`config.mk`:
```
export PLATFORM = sky130hd
export DESIGN_NAME = taylor_series_exp_core_flat
export DESIGN_NICKNAME = d
export VERILOG_FILES = /design/src/design/tse_pkg.sv /design/src/design/tse_in_if.sv /design/src/design/tse_out_if.sv /design/src/design/tse_cfg_if.sv /design/src/design/taylor_series_exp_core.sv /design/src/flat_wrapper.sv
export SDC_FILE = /design/constraint.sdc
export NUM_CORES = 2
export LEC_CHECK = 0
export ABC_CLOCK_PERIOD_IN_PS = 36300
export CAP_MARGIN = 20
export CORE_MARGIN = 4
export CORE_UTILIZATION = 60
export DETAILED_ROUTE_END_ITERATION = 12
export DONT_BUFFER_PORTS = 1
export PLACE_DENSITY = 0.82
export SLEW_MARGIN = 20
export SYNTH_ARGS = -nofsm -noshare
export SYNTH_HDL_FRONTEND = slang
export SYNTH_SLANG_ARGS = --single-unit
```
`constraint.sdc`:
```
create_clock -name clk -period 36.3 [get_ports clk]
set_clock_uncertainty 0.1 [all_clocks]
set_input_delay 1.815 -clock clk [delete_from_list [all_inputs] [get_ports clk]]
set_output_delay 1.815 -clock clk [all_outputs]
set_load 0.01 [all_outputs]
```
`src/design/tse_pkg.sv`:
```
`default_nettype none

package tse_pkg;

  // Widths of the payload fields.
  localparam int XW = 24;
  localparam int SW = 64;
  localparam int CW = 7;

  // Q7.16 argument is widened to Q31.32 by this shift.
  localparam int FRAC_SHIFT = 16;

  // Magnitude product is |term| (64 bits) times |x| (24 bits), split in two 32-bit halves.
  localparam int HALF_W = 32;
  localparam int MXW    = XW;
  localparam int LO_W   = HALF_W + MXW;
  localparam int MID_W  = HALF_W + MXW - 1;

  // Divider: dividend is the product shifted right by 16, padded to a whole
  // number of 8-bit digits; one digit is retired per cycle.
  localparam int DIV_DIGIT = 8;
  localparam int DQ_W      = 72;
  localparam int DIV_STEPS = DQ_W / DIV_DIGIT;

  // Reset value of the term count register.
  localparam logic [CW-1:0] TERM_COUNT_RST = 7'd20;

  // Saturation limits of Q31.32.
  localparam logic signed [SW-1:0] SUM_MAX = {1'b0, {(SW-1){1'b1}}};
  localparam logic signed [SW-1:0] SUM_MIN = {1'b1, {(SW-1){1'b0}}};

  typedef logic signed [XW-1:0] x_value_t;
  typedef logic signed [SW-1:0] exp_sum_t;
  typedef logic [CW-1:0]        term_count_t;

endpackage

`default_nettype wire

```
`src/design/tse_in_if.sv`:
```
`default_nettype none

interface tse_in_if;
  logic               valid;
  logic               ready;
  tse_pkg::x_value_t  x_value;

  modport source (output valid, output x_value, input ready);
  modport sink   (input valid, input x_value, output ready);
endinterface

`default_nettype wire

```
`src/design/tse_out_if.sv`:
```
`default_nettype none

interface tse_out_if;
  logic               valid;
  logic               ready;
  tse_pkg::exp_sum_t  exp_sum;
  logic               overflow;

  modport source (output valid, output exp_sum, output overflow, input ready);
  modport sink   (input valid, input exp_sum, input overflow, output ready);
endinterface

`default_nettype wire

```
`src/design/tse_cfg_if.sv`:
```
`default_nettype none

interface tse_cfg_if;
  logic                  valid;
  logic                  ready;
  tse_pkg::term_count_t  term_count;

  modport source (output valid, output term_count, input ready);
  modport sink   (input valid, input term_count, output ready);
endinterface

`default_nettype wire

```
`src/design/taylor_series_exp_core.sv`:
```
// Truncated Taylor series of e^x in fixed point.
// in_ch carries one word per argument x_value (signed Q7.16). out_ch returns one
// word per argument: exp_sum (signed Q31.32, saturated) and overflow, set when any
// term or partial sum saturated. cfg_ch writes term_count, the number of terms
// summed after the constant one; it is always ready. The user is to write it only
// while idle; the block itself does not enforce this. Each term goes through one
// shared 32x24 multiplier (two passes), a carry-save free add that assembles the
// product, a divider that retires one 8-bit quotient digit per cycle, a saturation
// step and an accumulate step; the clamped count sets how many terms each argument
// takes, and a count below two goes straight to the result, one plus x.
// in_ch.ready is high only while no argument is in work.
// A finished result waits in the output register while a new argument may be
// taken; if the receiver stalls, the next result holds until that word is taken.
// Reset (rst_n low, synchronous) drops all work, clears out_ch.valid and sets
// term_count back to 20.
`default_nettype none

module taylor_series_exp_core #(
  parameter int MAX_TERMS = 64
) (
  input  wire logic  clk,
  input  wire logic  rst_n,
  tse_in_if.sink     in_ch,
  tse_out_if.source  out_ch,
  tse_cfg_if.sink    cfg_ch
);

  // Largest count that can take effect, and the width of the term index.
  localparam int CMAX = (MAX_TERMS < 127) ? MAX_TERMS : 127;
  localparam int NW   = $clog2(CMAX + 2);
  localparam logic [NW-1:0] CNT_LIMIT = NW'(CMAX);

  typedef enum logic [2:0] {
    ST_IDLE,
    ST_MULLO,
    ST_MULHI,
    ST_COMB,
    ST_DIV,
    ST_FIN,
    ST_ACC,
    ST_DONE
  } state_t;

  state_t                              state_r;
  tse_pkg::term_count_t                term_count_r;
  logic                                out_valid_r;
  tse_pkg::exp_sum_t                   out_sum_r;
  logic                                out_ovf_r;

  logic signed [tse_pkg::XW-1:0]       x_r;
  logic [tse_pkg::MXW-1:0]             xm_r;
  logic signed [tse_pkg::SW-1:0]       term_r;
  logic [tse_pkg::SW-1:0]              tm_r;
  logic signed [tse_pkg::SW-1:0]       sum_r;
  logic                                sat_r;
  logic [NW-1:0]                       n_r;
  logic [NW-1:0]                       cnt_r;
  logic [tse_pkg::LO_W-1:0]            lo_r;
  logic [tse_pkg::MID_W-1:0]           mid_r;
  logic                                qbig_r;
  logic [tse_pkg::DQ_W-1:0]            dq_r;
  logic [NW-1:0]                       rem_r;
  logic [$clog2(tse_pkg::DIV_STEPS)-1:0] step_r;

  logic                                in_fire;
  logic [NW-1:0]                       cnt_clamped;
  logic [tse_pkg::MXW-1:0]             x_abs;
  logic signed [tse_pkg::SW-1:0]       x_wide;
  logic [tse_pkg::HALF_W-1:0]          mul_a;
  logic [tse_pkg::LO_W-1:0]            mul_p;
  logic [NW-1:0]                       rem_nxt;
  logic [tse_pkg::DIV_DIGIT-1:0]       qdig_nxt;
  logic [NW:0]                         part;
  logic                                neg;
  logic                                term_ovf;
  logic [tse_pkg::SW-1:0]              mag;
  logic signed [tse_pkg::SW-1:0]       sum_add;
  logic                                sum_ovf;

  assign in_ch.ready     = (state_r == ST_IDLE);
  assign cfg_ch.ready    = 1'b1;
  assign out_ch.valid    = out_valid_r;
  assign out_ch.exp_sum  = out_sum_r;
  assign out_ch.overflow = out_ovf_r;

  assign in_fire = in_ch.valid && (state_r == ST_IDLE);

  // Count clamped to the largest supported number of terms.
  always_comb begin
    if (int'(term_count_r) > CMAX) begin
      cnt_clamped = CNT_LIMIT;
    end else begin
      cnt_clamped = NW'(term_count_r);
    end
  end

  // Argument magnitude and its Q31.32 form.
  assign x_abs  = in_ch.x_value[tse_pkg::XW-1] ? tse_pkg::MXW'(-in_ch.x_value)
                                              : tse_pkg::MXW'(in_ch.x_value);
  assign x_wide = tse_pkg::SW'(in_ch.x_value) <<< tse_pkg::FRAC_SHIFT;

  // Shared multiplier: low half of |term| first, then the high half.
  assign mul_a = (state_r == ST_MULHI) ? tm_r[tse_pkg::SW-1:tse_pkg::HALF_W]
                                       : tm_r[tse_pkg::HALF_W-1:0];
  assign mul_p = tse_pkg::LO_W'(mul_a) * tse_pkg::LO_W'(xm_r);

  // One quotient digit of the division by n: eight compare-and-subtract steps.
  always_comb begin
    rem_nxt  = rem_r;
    qdig_nxt = '0;
    part     = '0;
    for (int i = 0; i < tse_pkg::DIV_DIGIT; i++) begin
      part = {rem_nxt, dq_r[tse_pkg::DQ_W-1-i]};
      if (part >= {1'b0, n_r}) begin
        part = part - {1'b0, n_r};
        qdig_nxt[tse_pkg::DIV_DIGIT-1-i] = 1'b1;
      end
      rem_nxt = part[NW-1:0];
    end
  end

  // Sign and range of the new term.
  assign neg      = term_r[tse_pkg::SW-1] ^ x_r[tse_pkg::XW-1];
  assign mag      = dq_r[tse_pkg::SW-1:0];
  assign term_ovf = qbig_r || (|dq_r[tse_pkg::DQ_W-1:tse_pkg::SW]) ||
                    (dq_r[tse_pkg::SW-1] && (!neg || (|dq_r[tse_pkg::SW-2:0])));

  // Saturating accumulate.
  assign sum_add = sum_r + term_r;
  assign sum_ovf = (sum_r[tse_pkg::SW-1] == term_r[tse_pkg::SW-1]) &&
                   (sum_add[tse_pkg::SW-1] != sum_r[tse_pkg::SW-1]);

  // Sequencer, datapath registers and output register.
  always_ff @(posedge clk) begin
    if (!rst_n) begin
      state_r      <= ST_IDLE;
      out_valid_r  <= 1'b0;
      term_count_r <= tse_pkg::TERM_COUNT_RST;
    end else begin
      if (cfg_ch.valid) begin
        term_count_r <= cfg_ch.term_count;
      end
      // A taken word leaves the output register unless a new one is loaded below.
      if (out_ch.ready && (state_r != ST_DONE)) begin
        out_valid_r <= 1'b0;
      end

      case (state_r)
        ST_IDLE: begin
          if (in_fire) begin
            x_r    <= in_ch.x_value;
            xm_r   <= x_abs;
            term_r <= x_wide;
            tm_r   <= tse_pkg::SW'(x_abs) << tse_pkg::FRAC_SHIFT;
            sum_r  <= (tse_pkg::SW'(1) << (2 * tse_pkg::FRAC_SHIFT)) + x_wide;
            sat_r  <= 1'b0;
            n_r    <= NW'(2);
            cnt_r  <= cnt_clamped;
            if (cnt_clamped < NW'(2)) begin
              state_r <= ST_DONE;
            end else begin
              state_r <= ST_MULLO;
            end
          end
        end
        ST_MULLO: begin
          lo_r    <= mul_p;
          state_r <= ST_MULHI;
        end
        ST_MULHI: begin
          mid_r   <= tse_pkg::MID_W'(mul_p);
          state_r <= ST_COMB;
        end
        ST_COMB: begin
          // Product shifted right by 16, ready for the division by n.
          dq_r    <= tse_pkg::DQ_W'({mid_r, {tse_pkg::FRAC_SHIFT{1'b0}}}) +
                     tse_pkg::DQ_W'(lo_r[tse_pkg::LO_W-1:tse_pkg::FRAC_SHIFT]);
          // The high partial quotient alone already reaches 2^31.
          qbig_r  <= (9'(mid_r[tse_pkg::MID_W-1:tse_pkg::MID_W-8]) >= 9'(n_r));
          rem_r   <= '0;
          step_r  <= '0;
          state_r <= ST_DIV;
        end
        ST_DIV: begin
          dq_r   <= {dq_r[tse_pkg::DQ_W-tse_pkg::DIV_DIGIT-1:0], qdig_nxt};
          rem_r  <= rem_nxt;
          step_r <= step_r + 1'b1;
          if (int'(step_r) == tse_pkg::DIV_STEPS - 1) begin
            state_r <= ST_FIN;
          end
        end
        ST_FIN: begin
          if (term_ovf) begin
            term_r <= neg ? tse_pkg::SUM_MIN : tse_pkg::SUM_MAX;
            tm_r   <= neg ? tse_pkg::SUM_MIN : tse_pkg::SUM_MAX;
            sat_r  <= 1'b1;
          end else begin
            term_r <= neg ? -mag : mag;
            tm_r   <= mag;
          end
          state_r <= ST_ACC;
        end
        ST_ACC: begin
          if (sum_ovf) begin
            sum_r <= sum_r[tse_pkg::SW-1] ? tse_pkg::SUM_MIN : tse_pkg::SUM_MAX;
            sat_r <= 1'b1;
          end else begin
            sum_r <= sum_add;
          end
          if (n_r == cnt_r) begin
            state_r <= ST_DONE;
          end else begin
            n_r     <= n_r + 1'b1;
            state_r <= ST_MULLO;
          end
        end
        ST_DONE: begin
          if (!out_valid_r || out_ch.ready) begin
            out_valid_r <= 1'b1;
            out_sum_r   <= sum_r;
            out_ovf_r   <= sat_r;
            state_r     <= ST_IDLE;
          end
        end
        default: begin
          state_r <= ST_IDLE;
        end
      endcase
    end
  end

endmodule

`default_nettype wire

```
`src/flat_wrapper.sv`:
```
// flat-port wrapper written by rule: the top's interface ports become plain ports
module taylor_series_exp_core_flat 
#(
  parameter int MAX_TERMS = 64
)
  (clk, rst_n, in_ch_valid, in_ch_x_value, in_ch_ready, out_ch_valid, out_ch_exp_sum, out_ch_overflow, out_ch_ready, cfg_ch_valid, cfg_ch_term_count, cfg_ch_ready);
  tse_in_if in_ch_i ();
  tse_out_if out_ch_i ();
  tse_cfg_if cfg_ch_i ();
  input  wire logic clk;
  input  wire logic rst_n;
  input wire logic [$bits(in_ch_i.valid)-1:0] in_ch_valid;
  input wire logic [$bits(in_ch_i.x_value)-1:0] in_ch_x_value;
  output wire logic [$bits(in_ch_i.ready)-1:0] in_ch_ready;
  output wire logic [$bits(out_ch_i.valid)-1:0] out_ch_valid;
  output wire logic [$bits(out_ch_i.exp_sum)-1:0] out_ch_exp_sum;
  output wire logic [$bits(out_ch_i.overflow)-1:0] out_ch_overflow;
  input wire logic [$bits(out_ch_i.ready)-1:0] out_ch_ready;
  input wire logic [$bits(cfg_ch_i.valid)-1:0] cfg_ch_valid;
  input wire logic [$bits(cfg_ch_i.term_count)-1:0] cfg_ch_term_count;
  output wire logic [$bits(cfg_ch_i.ready)-1:0] cfg_ch_ready;
  assign in_ch_i.valid = in_ch_valid;
  assign in_ch_i.x_value = in_ch_x_value;
  assign in_ch_ready = in_ch_i.ready;
  assign out_ch_valid = out_ch_i.valid;
  assign out_ch_exp_sum = out_ch_i.exp_sum;
  assign out_ch_overflow = out_ch_i.overflow;
  assign out_ch_i.ready = out_ch_ready;
  assign cfg_ch_i.valid = cfg_ch_valid;
  assign cfg_ch_i.term_count = cfg_ch_term_count;
  assign cfg_ch_ready = cfg_ch_i.ready;
  taylor_series_exp_core #(.MAX_TERMS(MAX_TERMS)) u_core (.clk(clk), .rst_n(rst_n), .in_ch(in_ch_i), .out_ch(out_ch_i), .cfg_ch(cfg_ch_i));
endmodule
```
### Word-level counts from Yosys, hierarchy flattened

Cells that the tools add are included.

* bits in registers: 526
* input port bits: 36
* bits in writable memories: 0
* word-level logic and storage cells: 143
* memories kept: 0
* bits in read-only memories: 0
* bits in latches: 0

* shift operators: 0
* multiplexer cells: 50
* equality and inequality tests: 18
* divide/modulo/power cells: 0
* magnitude comparators: 11
* reduce and logical (&&, ||, !) cells: 28
* multiply operators: 1
* bitwise gates (word level): 1
* add/sub/neg operators: 15

Operators by type and width (count)
* $mux 64: 9
* $pmux 64 s2: 3
* $pmux 72 s2: 1
* $mux 7: 11
* $add 71x40->72: 1
* $ge 8x7->1: 9
* $add 64x64->64: 1
* $neg 64->64: 1
* $reduce_or 63->1: 1
* $mul 32x24->56: 1
* $sub 7x7->7: 8
* $add 34x40->41 const A: 1
* $mux 32: 1
* $pmux 7 s2: 2
* $mux 24: 1
* $neg 24->24: 1
* $pmux 3 s8: 1
* $mux 3: 5
* $reduce_and 3->1: 5
* $mux 1: 14
* $eq 3x3->1 const B: 4
* $ne 2x1->1 const B: 5
* $pmux 4 s2: 1
* $reduce_and 2->1: 4
* other kinds (23): 33

### Logic depth before layout (Yosys ltp)

* depth after elaboration: 17
* gate-level depth with buffers: 79
* depth with buffers taken out: 76

### Least setup slack after synthesis

Ideal clock, no wire load.

* path type: register -> register
* start point: register u_core.n_r[1]
* end point: register u_core.rem_r[2] (data pin)
* clock period less this slack: 16.845 ns
* required time: 35.934 ns
* arrival: 16.479 ns
* cell stages (with the launch flop): 75
* slack: 19.455 ns
* buffers on the path: 4
* path through: edfxtp_1 > inv_1 > ha_1 > nand4_1 > a311o_1 > and2_1 > buf_4 > mux2_2 > ha_1 > nand2b_1 > a21oi_1 > o31ai_1 > o211ai_2 > buf_2 > mux2_2 > ha_1 > and3_1 > a41o_1 > [... 39 more ...] > o21ai_0 > o211ai_1 > a21oi_1 > o2111ai_1 > o211a_1 > a221oi_4 > mux2i_1 > ha_1 > nor2b_1 > o21ai_0 > nand2b_1 > a21o_1 > a21oi_1 > o21ai_0 > a21o_1 > a211oi_4 > mux2i_1 > nor2_1

* longest elaborated chain between the ends: 17

Ends and longest elaborated chain
* start: declaration: line taylor_series_exp_core.sv:56 `logic [NW-1:0] n_r;`
* start signal: assignment: line taylor_series_exp_core.sv:213 `n_r <= n_r + 1'b1;`
* $sub 7x7->7 or $ge 8x7->1 (tied branches): line taylor_series_exp_core.sv:115, taylor_series_exp_core.sv:114
* $mux 7: line taylor_series_exp_core.sv:114 `if (part >= {1'b0, n_r}) begin`
* $sub 7x7->7 or $ge 8x7->1 (tied branches): line taylor_series_exp_core.sv:115, taylor_series_exp_core.sv:114
* $mux 7: line taylor_series_exp_core.sv:114
* $sub 7x7->7 or $ge 8x7->1 (tied branches): line taylor_series_exp_core.sv:115, taylor_series_exp_core.sv:114
* $mux 7: line taylor_series_exp_core.sv:114
* $sub 7x7->7 or $ge 8x7->1 (tied branches): line taylor_series_exp_core.sv:115, taylor_series_exp_core.sv:114
* $mux 7: line taylor_series_exp_core.sv:114
* $sub 7x7->7 or $ge 8x7->1 (tied branches): line taylor_series_exp_core.sv:115, taylor_series_exp_core.sv:114
* $mux 7: line taylor_series_exp_core.sv:114
* $sub 7x7->7 or $ge 8x7->1 (tied branches): line taylor_series_exp_core.sv:115, taylor_series_exp_core.sv:114
* $mux 7: line taylor_series_exp_core.sv:114
* $ge 8x7->1 or $sub 7x7->7 (tied branches): line taylor_series_exp_core.sv:114, taylor_series_exp_core.sv:115
* $mux 7: line taylor_series_exp_core.sv:114
* $sub 7x7->7 or $ge 8x7->1 (tied branches): line taylor_series_exp_core.sv:115, taylor_series_exp_core.sv:114
* $mux 7 (*): line taylor_series_exp_core.sv:114
* $pmux 7 s2 (*): line taylor_series_exp_core.sv:148 `case (state_r)`
* end signal: assignment: line taylor_series_exp_core.sv:186 `rem_r <= rem_nxt;`
* end: declaration: line taylor_series_exp_core.sv:62 `logic [NW-1:0] rem_r;`

Mark *: on every way between the ends. The rest lies on a longest branch, timed or not.
A chain may end at the register's enable or synchronous reset.

### Final worst setup path

* start point: register u_core.n_r[1]
* end point: register u_core.rem_r[5] (data pin)

The elaborated chain is that of the path after synthesis.

==> results.yml <==
clocking:
  clock_path_buffers: 3
  post-cts-setup-buffers: 0
  cts_tree: "built"
  numClockSinks: 486
  htree_levels: 2
  cts_made_buffers: 48
  cts_root_buffer: "clkbuf_16"
  ctsResizeCount: 0
  cts_hold_buf: 0
  clk_pin_slew_ps: 60
  clk_latency_ps: 610
logic_synthesis:
  synth_edf_count: 475
  synth.distinct_cells: 88
  synth-async-reset-ratio_pct: 0
  synth_most_common_cell: "nand2_1"
  synth_top_area_share_pct: 27.1
  syn_nets: 6429
  avgSynthCellArea_um2: 9.75
  yosys_warnings: 0
  synth-seq-cells: 486
  netlist.top_cell.by_area: "edfxtp_1"
  synth_commonest_cells: "nand2_1 (804), inv_1 (723), fa_1 (668), edfxtp_1 (475), ha_1 (339)"
  synthCells: 5386
  yosysSeqAreaShare_pct: 27.6
  netlist_area_mm2: 0.0525
  synthTopCellsByArea: "edfxtp_1 (27%), fa_1 (25%), ha_1 (8.1%), nand2_1 (5.7%), inv_1 (5.2%)"
  synthFlopType: "edfxtp_1"
critical_path:
  r2r-end: "u_core.rem_r[5]"
  rrSetupSlack_ps: 16080
  critPathCapture: "u_core.rem_r[5]"
  crit_start: "u_core.n_r[1]"
  path_class: "reg -> reg"
  cp.depth: 71
  cp.arrival_ps: 20440
  reg2reg_depth: 71
  end_kind: "flip-flop"
  crit_slowest_cell: "mux2i_1"
  crit_path_max_incr_delay_ps: 520
  worstReg2RegStart: "u_core.n_r[1]"
  cp_max_fo: 12
  cp-start-kind: "flip-flop"
  crit_buf_inv: 4
  cp_top_family: "compound AO/OA/AOI/OAI gates"
  worstPathRequired_ps: 36520
  critical_path.most_common_cell: "o21ai_0"
finish:
  drive_gt1_share_pct: 4.39
  seq_area_mm2: 0.0145
  fin_cells: 6424
  nets: 6271
  area_growth_pct: 4.78
  multiInputGateArea_mm2: 0.0344
  fillers: 6779
detailed_routing:
  drtAntennaViolNets: 0
  drcViolationCount: 0
  routedWlPerCell_um: 22.4
  vias_per_cell: 6.18
  num_vias: 39700
  wl_mm: 144
  drt-initial-drc-count: 4047
  drt_pass1_iterations: 8
timing:
  hold_slack_ps: 349
  setup_tns_ps: 0
  fmax_ghz: 0.0495
  finalSetupViolCount: 0
  period_needed_ps: 20220
  hold_viol_final: 0
  tightestPinTransition_ps: 1320
  rsz0062_at_grt: "no"
  relSlewSlack_pct: 11.1
  fin_crit_sh_pct: 55.7
  drv_slew: 0
global_route:
  grt_pass1_vias: 40400
  antenna_found_initial: 4
  grt_pass1_wl_mm: 226
  grt_max_degree: 86
  grt_overflow: 0
  track_usage_pct: 31.0
floorplan:
  core-area_mm2: 0.0868
  num_rows: 108
  initial_core_util_pct: 60.6
  io_pins: 104
  die-height_um: 304
  dieArea_mm2: 0.0924
  die_x_um: 304
place:
  post-dp-hpwl_mm: 106
  routabilityCongestion: 0.965
  portBuffers: 0
  dp.cells: 6333
worst_hold_path:
  hold_path_class: "reg -> reg"
run:
  drv_cap: 0
run_status:
  status: "finished clean"
## metal layers
| metal | share of wire [%] | GRT usage, % | vias up | routed length, um |
|---|---|---|---|---|
| met4 | 6.1 | 15.8 | 0 | 8740 |
| met1 | 38 | 40.9 | 19600 | 54000 |
| met2 | 46 | 49.5 | 2153 | 66000 |
| li1 | - | - | 17500 | - |
| met5 | 0 | 0 | - | 0 |
| met3 | 10 | 5.63 | 440 | 14900 |
## worst min path at each step
stage	slack, ps	from	to	cells past startpoint
2_1_floorplan	300	u_core.sat_r	u_core.out_ch.overflow	0
4_1_cts	350	u_core.sat_r	u_core.out_ch.overflow	0
3_5_place_dp	340	u_core.sat_r	u_core.out_ch.overflow	0
5_1_grt	350	u_core.sat_r	u_core.out_ch.overflow	0
6_report	350	u_core.sat_r	u_core.out_ch.overflow	0
3_3_place_gp	340	u_core.sat_r	u_core.out_ch.overflow	0
## cell usage in the layout, fill, tap and decap left out, drive strengths merged, types with 26 or more instances in the layout
| cell | synthesis | final |
|---|---|---|
| a21oi | 232 | 232 |
| and3 | 32 | 32 |
| edfxtp | 475 | 475 |
| clkbuf | 249 | 56 |
| nor3 | 51 | 51 |
| mux2 | 54 | 54 |
| mux2i | 28 | 28 |
| o21ai | 271 | 271 |
| nand2 | 804 | 804 |
| nand3 | 59 | 59 |
| nand2b | 46 | 46 |
| o21bai | 26 | 26 |
| ha | 339 | 339 |
| nor2 | 205 | 205 |
| nand4 | 27 | 27 |
| a31oi | 52 | 52 |
| nor2b | 54 | 54 |
| fa | 668 | 668 |
| inv | 723 | 726 |
| or3 | 40 | 40 |
| and2 | 260 | 260 |
| buf | 12 | 53 |
| xor2 | 94 | 94 |
| xnor2 | 159 | 159 |
| a21o | 144 | 144 |
| o21a | 26 | 26 |
## cell families (layout without fill, tap and decap cells)
family / Yosys count / after routing / share of synthesized area [%]
other: 1 / 3 / 0.00714
AO/OA/AOI/OAI: 922 / 922 / 11.1
AND/OR/NAND/NOR: 1651 / 1651 / 14.9
buffers and inverters: 984 / 865 / 7.08
multiplexers: 82 / 82 / 1.70
XOR/XNOR: 253 / 253 / 4.22
adder cells (fa/ha/maj): 1007 / 1007 / 33.5
flip-flops: 486 / 486 / 27.6
## layout make-up
cell class | instances | area share (%)
Inverter | 723 | 4.93
Tap cell | 1155 | 2.63
Clock buffer | 56 | 2.24
Multi-Input combinational cell | 3916 | 62.5
Antenna cell | 2 | 0.00909
Timing Repair Buffer | 53 | 0.723
Sequential cell | 486 | 26.3
Clock inverter | 33 | 0.641
## state kept, by name, summed over array words and instances (netlist names), 3 cells and up
register               cells
u_core.cnt_r               7
u_core.dq_r               72
u_core.lo_r               40
u_core.mid_r              55
u_core.n_r                 7
u_core.out_ch.exp_sum     64
u_core.rem_r               7
u_core.state_r             3
u_core.step_r              4
u_core.sum_r              64
u_core.term_count_r        7
u_core.term_r             64
u_core.tm_r               63
u_core.xm_r               24
## stage by stage
stage	util, %	setup WS (ps)	area [um^2]
final	63.5	16080	55100
after global routing	63.5	14360	55100
after CTS	63.4	16030	55000
after detailed placement	61.6	16060	53500
after global placement	61.6	16090	53500
after floorplan	-	19460	52500
Power is not shown: default switching activity piles up to over one toggle a cycle in this logic, so the estimate is an artifact.
